===== config.mk =====
export PLATFORM = sky130hd
export DESIGN_NAME = href_value_extractor
export DESIGN_NICKNAME = d
export VERILOG_FILES = /design/src/design/hve_pkg.sv /design/src/design/hve_step.sv /design/src/design/href_value_extractor.sv
export VERILOG_INCLUDE_DIRS = /design/src /design/src/design
export SDC_FILE = /design/constraint.sdc
export NUM_CORES = 1
export LEC_CHECK = 0
export BUFFER_PORTS_ARGS = -buffer_cell sky130_fd_sc_hd__buf_2
export CELL_PAD_IN_SITES_DETAIL_PLACEMENT = 0
export CELL_PAD_IN_SITES_GLOBAL_PLACEMENT = 1
export CORE_UTILIZATION = 45
export DETAILED_ROUTE_END_ITERATION = 7
export HOLD_SLACK_MARGIN = 0.12
export PLACE_DENSITY_LB_ADDON = 0.1
export RECOVER_POWER = 100
export SETUP_SLACK_MARGIN = 0.4
export SYNTH_ARGS = -nofsm -noshare
export SYNTH_HDL_FRONTEND = slang
export SYNTH_HIERARCHICAL = 1
export SYNTH_SLANG_ARGS = --single-unit

===== constraint.sdc =====
create_clock -name clk -period 5.38 [get_ports clk]
set_clock_uncertainty 0.15 [all_clocks]
set_input_delay 0.269 -clock clk [delete_from_list [all_inputs] [get_ports clk]]
set_output_delay 0.269 -clock clk [all_outputs]
set_load 0.1 [all_outputs]

===== src/design/assert_macros.svh =====
// Assertion helpers; all assume a clock named clk and an active-low reset rst_n.
`ifndef ASSERT_MACROS_SVH
`define ASSERT_MACROS_SVH

// Same-cycle implication.
`define ASSERT_IMPL(label, pre, post) \
  label: assert property (@(posedge clk) disable iff (!rst_n) (pre) |-> (post)) \
    else $error("assertion failed");

// Next-cycle implication.
`define ASSERT_NEXT(label, pre, post) \
  label: assert property (@(posedge clk) disable iff (!rst_n) (pre) |=> (post)) \
    else $error("assertion failed");

`endif


===== src/design/hve_pkg.sv =====
package hve_pkg;

  typedef enum logic [2:0] {
    PH_SEARCH0    = 3'd0,
    PH_SEARCH1    = 3'd1,
    PH_SEARCH2    = 3'd2,
    PH_SEARCH3    = 3'd3,
    PH_AFTER_NAME = 3'd4,
    PH_AFTER_EQ   = 3'd5,
    PH_QUOTED     = 3'd6,
    PH_UNQUOTED   = 3'd7
  } phase_t;

  typedef struct packed {
    phase_t phase;
    logic   quote_single;
  } parse_state_t;

  typedef struct packed {
    logic       valid;
    logic [7:0] value_byte;
    logic       has_byte;
    logic       value_end;
  } step_res_t;

  localparam logic CMD_TEXT = 1'b0;
  localparam logic CMD_EOD  = 1'b1;

  localparam parse_state_t STATE_RESET = '{phase: PH_SEARCH0, quote_single: 1'b0};

endpackage


===== src/design/hve_step.sv =====
module hve_step
  import hve_pkg::*;
(
  input  parse_state_t state,
  input  logic         cmd,
  input  logic [7:0]   text_byte,
  output parse_state_t state_nxt,
  output step_res_t    res
);

  localparam logic [7:0] CH_EQ = 8'h3D;
  localparam logic [7:0] CH_GT = 8'h3E;
  localparam logic [7:0] CH_DQ = 8'h22;
  localparam logic [7:0] CH_SQ = 8'h27;
  localparam logic [7:0] CH_H  = 8'h68;

  function automatic logic [7:0] name_letter(input logic [1:0] k);
    logic [7:0] c;
    case (k)
      2'd0:    c = 8'h68;
      2'd1:    c = 8'h72;
      2'd2:    c = 8'h65;
      default: c = 8'h66;
    endcase
    return c;
  endfunction

  function automatic logic is_ws(input logic [7:0] b);
    return (b == 8'd32) || (b >= 8'd9 && b <= 8'd13);
  endfunction

  function automatic logic [7:0] lower_ascii(input logic [7:0] b);
    logic [7:0] r;
    r = b;
    if (b >= 8'h41 && b <= 8'h5A) r = b + 8'd32;
    return r;
  endfunction

  // k letters matched; a full match lands on PH_AFTER_NAME
  function automatic phase_t search_step(input logic [1:0] k, input logic [7:0] b);
    logic [7:0] lb;
    phase_t     p;
    lb = lower_ascii(b);
    if (lb == name_letter(k)) p = phase_t'({1'b0, k} + 3'd1);
    else if (lb == CH_H)      p = PH_SEARCH1;
    else                      p = PH_SEARCH0;
    return p;
  endfunction

  logic [7:0] close_quote;

  assign close_quote = state.quote_single ? CH_SQ : CH_DQ;

  always_comb begin
    state_nxt = state;
    res       = '0;
    if (cmd == CMD_EOD) begin
      state_nxt = STATE_RESET;
      if (state.phase == PH_QUOTED || state.phase == PH_UNQUOTED) begin
        res.valid     = 1'b1;
        res.value_end = 1'b1;
      end
    end else begin
      case (state.phase)
        PH_AFTER_NAME: begin
          if (text_byte == CH_EQ) state_nxt.phase = PH_AFTER_EQ;
          else if (!is_ws(text_byte)) state_nxt.phase = search_step(2'd0, text_byte);
        end
        PH_AFTER_EQ: begin
          if (is_ws(text_byte)) begin
            state_nxt.phase = PH_AFTER_EQ;
          end else if (text_byte == CH_DQ || text_byte == CH_SQ) begin
            state_nxt.phase        = PH_QUOTED;
            state_nxt.quote_single = (text_byte == CH_SQ);
          end else if (text_byte == CH_GT) begin
            state_nxt.phase = PH_SEARCH0;
            res.valid       = 1'b1;
            res.value_end   = 1'b1;
          end else begin
            state_nxt.phase = PH_UNQUOTED;
            res.valid       = 1'b1;
            res.has_byte    = 1'b1;
            res.value_byte  = text_byte;
          end
        end
        PH_QUOTED: begin
          res.valid = 1'b1;
          if (text_byte == close_quote) begin
            state_nxt.phase = PH_SEARCH0;
            res.value_end   = 1'b1;
          end else begin
            res.has_byte   = 1'b1;
            res.value_byte = text_byte;
          end
        end
        PH_UNQUOTED: begin
          res.valid = 1'b1;
          // terminator cannot start a name, so it drops straight to search
          if (is_ws(text_byte) || text_byte == CH_GT) begin
            state_nxt.phase = PH_SEARCH0;
            res.value_end   = 1'b1;
          end else begin
            res.has_byte   = 1'b1;
            res.value_byte = text_byte;
          end
        end
        default: begin
          state_nxt.phase = search_step(state.phase[1:0], text_byte);
        end
      endcase
    end
  end

endmodule


===== src/design/href_value_extractor.sv =====
// href value extractor
// Input channel: in_valid/in_ready with in_cmd and in_text_byte. in_cmd low
// carries one document byte; in_cmd high marks end of document, closes any
// open value with an end mark and returns the parser to its search state.
// Output channel: out_valid/out_ready with out_value_byte, out_has_byte and
// out_value_end. Each value byte is one transaction with out_has_byte set;
// the end of each value (even an empty one) is one transaction with
// out_value_end set. Bytes outside values give no transaction.
// An accepted byte lands in the input register, is parsed there and its
// result, if any, is then registered in and shown from the output register.
// Throughput: one byte per cycle while in_ready is high; the state update
// per byte is a single pass of parser logic between input and output registers.
// A stalled receiver holds the output register; the input register still
// drains bytes that give no result, and in_ready drops only while both
// registers are full, the held byte gives a result and out_ready is low.
// Reset (rst_n low, synchronous) empties both registers and puts the parser
// in its search state with nothing matched.
`include "assert_macros.svh"

module href_value_extractor
  import hve_pkg::*;
(
  input  logic       clk,
  input  logic       rst_n,
  input  logic       in_valid,
  output logic       in_ready,
  input  logic       in_cmd,
  input  logic [7:0] in_text_byte,
  output logic       out_valid,
  input  logic       out_ready,
  output logic [7:0] out_value_byte,
  output logic       out_has_byte,
  output logic       out_value_end
);

  logic         s0_valid_r;
  logic         s0_cmd_r;
  logic [7:0]   s0_byte_r;
  parse_state_t state_r;
  parse_state_t state_nxt;
  step_res_t    res;
  logic         out_valid_r;
  logic [7:0]   out_value_byte_r;
  logic         out_has_byte_r;
  logic         out_value_end_r;
  logic         out_free;
  logic         s0_adv;

  hve_step u_step (
    .state     (state_r),
    .cmd       (s0_cmd_r),
    .text_byte (s0_byte_r),
    .state_nxt (state_nxt),
    .res       (res)
  );

  assign out_free = !out_valid_r || out_ready;
  // items that give no result need no room in the output register
  assign s0_adv   = s0_valid_r && (out_free || !res.valid);
  assign in_ready = !s0_valid_r || s0_adv;

  always_ff @(posedge clk) begin
    if (!rst_n) begin
      s0_valid_r  <= 1'b0;
      out_valid_r <= 1'b0;
      state_r     <= STATE_RESET;
    end else begin
      if (in_ready) s0_valid_r <= in_valid;
      if (s0_adv) state_r <= state_nxt;
      if (out_free) out_valid_r <= s0_adv && res.valid;
    end
  end

  always_ff @(posedge clk) begin
    if (in_valid && in_ready) begin
      s0_cmd_r  <= in_cmd;
      s0_byte_r <= in_text_byte;
    end
    if (out_free && s0_adv && res.valid) begin
      out_value_byte_r <= res.value_byte;
      out_has_byte_r   <= res.has_byte;
      out_value_end_r  <= res.value_end;
    end
  end

  assign out_valid      = out_valid_r;
  assign out_value_byte = out_value_byte_r;
  assign out_has_byte   = out_has_byte_r;
  assign out_value_end  = out_value_end_r;

  `ASSERT_IMPL(a_one_kind, out_valid_r, out_has_byte_r != out_value_end_r)
  `ASSERT_NEXT(a_eod_resets, s0_adv && s0_cmd_r == CMD_EOD,
               state_r.phase == PH_SEARCH0 && !state_r.quote_single)
  `ASSERT_IMPL(a_byte_in_value, s0_adv && res.valid && res.has_byte,
               state_r.phase == PH_AFTER_EQ || state_r.phase == PH_QUOTED ||
               state_r.phase == PH_UNQUOTED)
  `ASSERT_IMPL(a_stall_only_full, !in_ready,
               s0_valid_r && out_valid_r && !out_ready && res.valid)

endmodule

==> metrics.txt <==
VDD IR max=0.138 mV; vias per cell=5.82; Register Area=691 um2; DP Worst Slack=about 2600 ps; DRT met1 WL=1670 um; commonest cells after routing, fill and taps aside=23 x nand2_1, 19 x edfxtp_1, 12 x buf_2, 12 x clkbuf_1, 10 x dlygate4sd3_1; Antenna diodes=0; Int Power=roughly 290 uW; Final WS setup=1620 ps; CTS tree=done; first drt pass iteration count=5; Syn Nets=194; min cycle time layout=3760 ps; distinct cell type count of the synthesized netlist=51; Syn Area/Cell=9.78 um2; Fillers=336; highest clock rate=between 0.2 and 0.3 GHz; initial antenna violation count=0; cell taking the most area after synthesis=edfxtp_1; Worst Path Required=4960 ps; Least-Margin Pin Slew=between 1000 and 1500 ps; total core area=3470 um2; Final Hold Fails=0; area of the mapped netlist=1680 um2; post-CTS setup buffers=0; Clk pwr share=between 30% and 40%; largest net degree at the start of global routing=17; worst hold path class=primary input to flip-flop; IO Pins=25; nets=225; HPWL Detailed=~2700 um; Slew headroom=between 20% and 30%; max cap viols=0; Period Utilization, post-route=70.0%; drc violations=0; Num CTS Buffers=3; sequential area share after synthesis=around 41%; Syn Inst Count=approximately 170; Post-DRT Antenna Nets=0; die area=3990 um2; All-Layer GR Usage=20.0%; CP Capture Type=output pin; Highest Signal Layer=met4; clk sinks=25; Final Max Tran Viols=0; routed wire length=around 3700 um; worst skew pair latency=~280 ps; Initial DRC Count=between 150 and 200; critical path startpoint category=flip-flop; met2 routed WL=roughly 1800 um; leading cell type in the layout, fill and taps excluded=nand2_1; Net Sw Frac=25.7%; CP Class=flip-flop to output pin; met3 wire length=~200 um; clock-pin slew on the worst setup and hold paths=100 ps; worst-path maximum fanout=10; vias in the first global route=1410; Leakage=0.674 nW; Row Count=21; Comb pwr share=between 10% and 20%; starting density of the core=48.5%; die height=63.1 um; Synth Warn #=6; unrepaired setup endpoints after global routing=no; layout cells sized above 1=10.4%; top cell type's share of synthesized area=33.9%; crit path DAT=3340 ps; area grow syn2layout=15.0%; Area contributors post-synth=edfxtp_1 34%, dfxtp_1 7.1%, ha_1 6.7%, nand2_1 5.1%, and2_1 3.3%; GRT overflow=0; detailed-route via count=1443; port bufs=24; root buf cell=clkbuf_8; Post-synth EDFFs=19; RePlAce Congestion=0.910; ys async rst share=0%; final setup TNS=0 ps; synthesized flop and latch total=25; DR WL/cell=15.1 um; Psw=99.5 uW; chip width=~63 um; H-tree depth=1; wire length of the first global-routing pass=around 6200 um; Final Setup Violations=0; Pwr Density=roughly 200 nW/um2; Flop pwr share=58.9%; multi-input logic area=900 um2; status=finished, final reports clean; Max Buffers Root-to-Sink=2; Top FF cell, synth=edfxtp_1
per-stage QoR:
step           utilization (%)  power (mW)  cells  hold WS, ps  instance area, um2
6_report                  55.7       0.387    248          149                1930
5_1_grt                   55.7       0.404    248          157                1930
4_1_cts                   56.9       0.392    248          141                1970
3_5_place_dp              52.5       0.267    234          297                1820
3_3_place_gp              52.5       0.267    234          295                1820
2_1_floorplan                -       0.256    172          218                1680
flip-flops by register name, summed over array words and instances (netlist names):
signal / cells
s0_valid_r: 1
s0_cmd_r: 1
out_value_byte: 8
state_r: 4
out_value_end: 1
out_valid: 1
out_has_byte: 1
s0_byte_r: 8
power by group through the flow:
stage | clock network (mW) | registers, mW | logic [mW]
after floorplan | 0 | 0.221 | 0.0345
after global placement | 0 | 0.232 | 0.0349
after detailed placement | 0 | 0.233 | 0.0346
after CTS | 0.123 | 0.228 | 0.0403
after global routing | 0.131 | 0.229 | 0.0441
final | 0.119 | 0.228 | 0.0397
final cells by class:
cell class              count  share of cell area [%]
clock inverters             1                   0.453
flip-flops and latches     25                    35.7
multi-input cells         131                    46.5
repair buffers             34                    10.6
well taps                  46                    2.98
clock buffers               3                    2.14
inverters                   8                    1.55
per-layer routing:
| metal | track usage [%] | up-vias |
|---|---|---|
| met5 | 0 | - |
| met1 | 26.3 | 669 |
| met2 | 33.1 | 65 |
| met4 | 7.56 | 0 |
| li1 | - | 699 |
| met3 | 2.54 | 10 |
what timing repair did:
item,in CTS,in global routing
resized for setup,0,0
hold buffers,10,0
endpoints found under the hold margin,10,0
final timing paths:
kind | from | cells past startpoint | slack [ps] | to
worst max-delay path | s0_byte_r[5] | 8 | 1620 | in_ready
worst min-delay path | rst_n | 2 | 150 | out_valid
worst max register to register | s0_byte_r[5] | 7 | 1640 | out_value_end
worst min register to register | state_r[0] | 2 | 360 | state_r[0]
worst max-delay path, stage by stage (launching register included):
cell and delay, ps:
edfxtp_1 550, nor3b_1 740, nand3_1 200, and4b_1 270, nand2_1 70, nand2_1 70
and2_0 200, nand2_1 100, clkbuf_1 860
synth_stat cells, types with 3 or more instances:
| cell | number |
|---|---|
| and2_1 | 9 |
| nor3_1 | 4 |
| o21ai_0 | 6 |
| xor2_1 | 4 |
| nor2b_1 | 4 |
| inv_1 | 8 |
| dfxtp_1 | 6 |
| nor2_1 | 4 |
| nand2_1 | 23 |
| a21oi_1 | 9 |
| edfxtp_1 | 19 |
| nand3_1 | 6 |
| ha_1 | 9 |
| nand4_1 | 3 |
| buf_2 | 6 |
| o2111ai_1 | 3 |
| mux2i_1 | 5 |
| or3_1 | 4 |
logic make-up after synthesis:
logic type               Yosys count  share of synthesized area (%)
AND/OR/NAND/NOR                   66                           21.4
AO/OA/AOI/OAI                     45                           20.5
flip-flops                        25                           41.1
buffers and inverters             16                           4.02
adder cells (fa/ha/maj)            9                           6.70
multiplexers                       6                           3.65
XOR/XNOR                           5                           2.60
No activity file was read; power rests on OpenSTA's default activity.
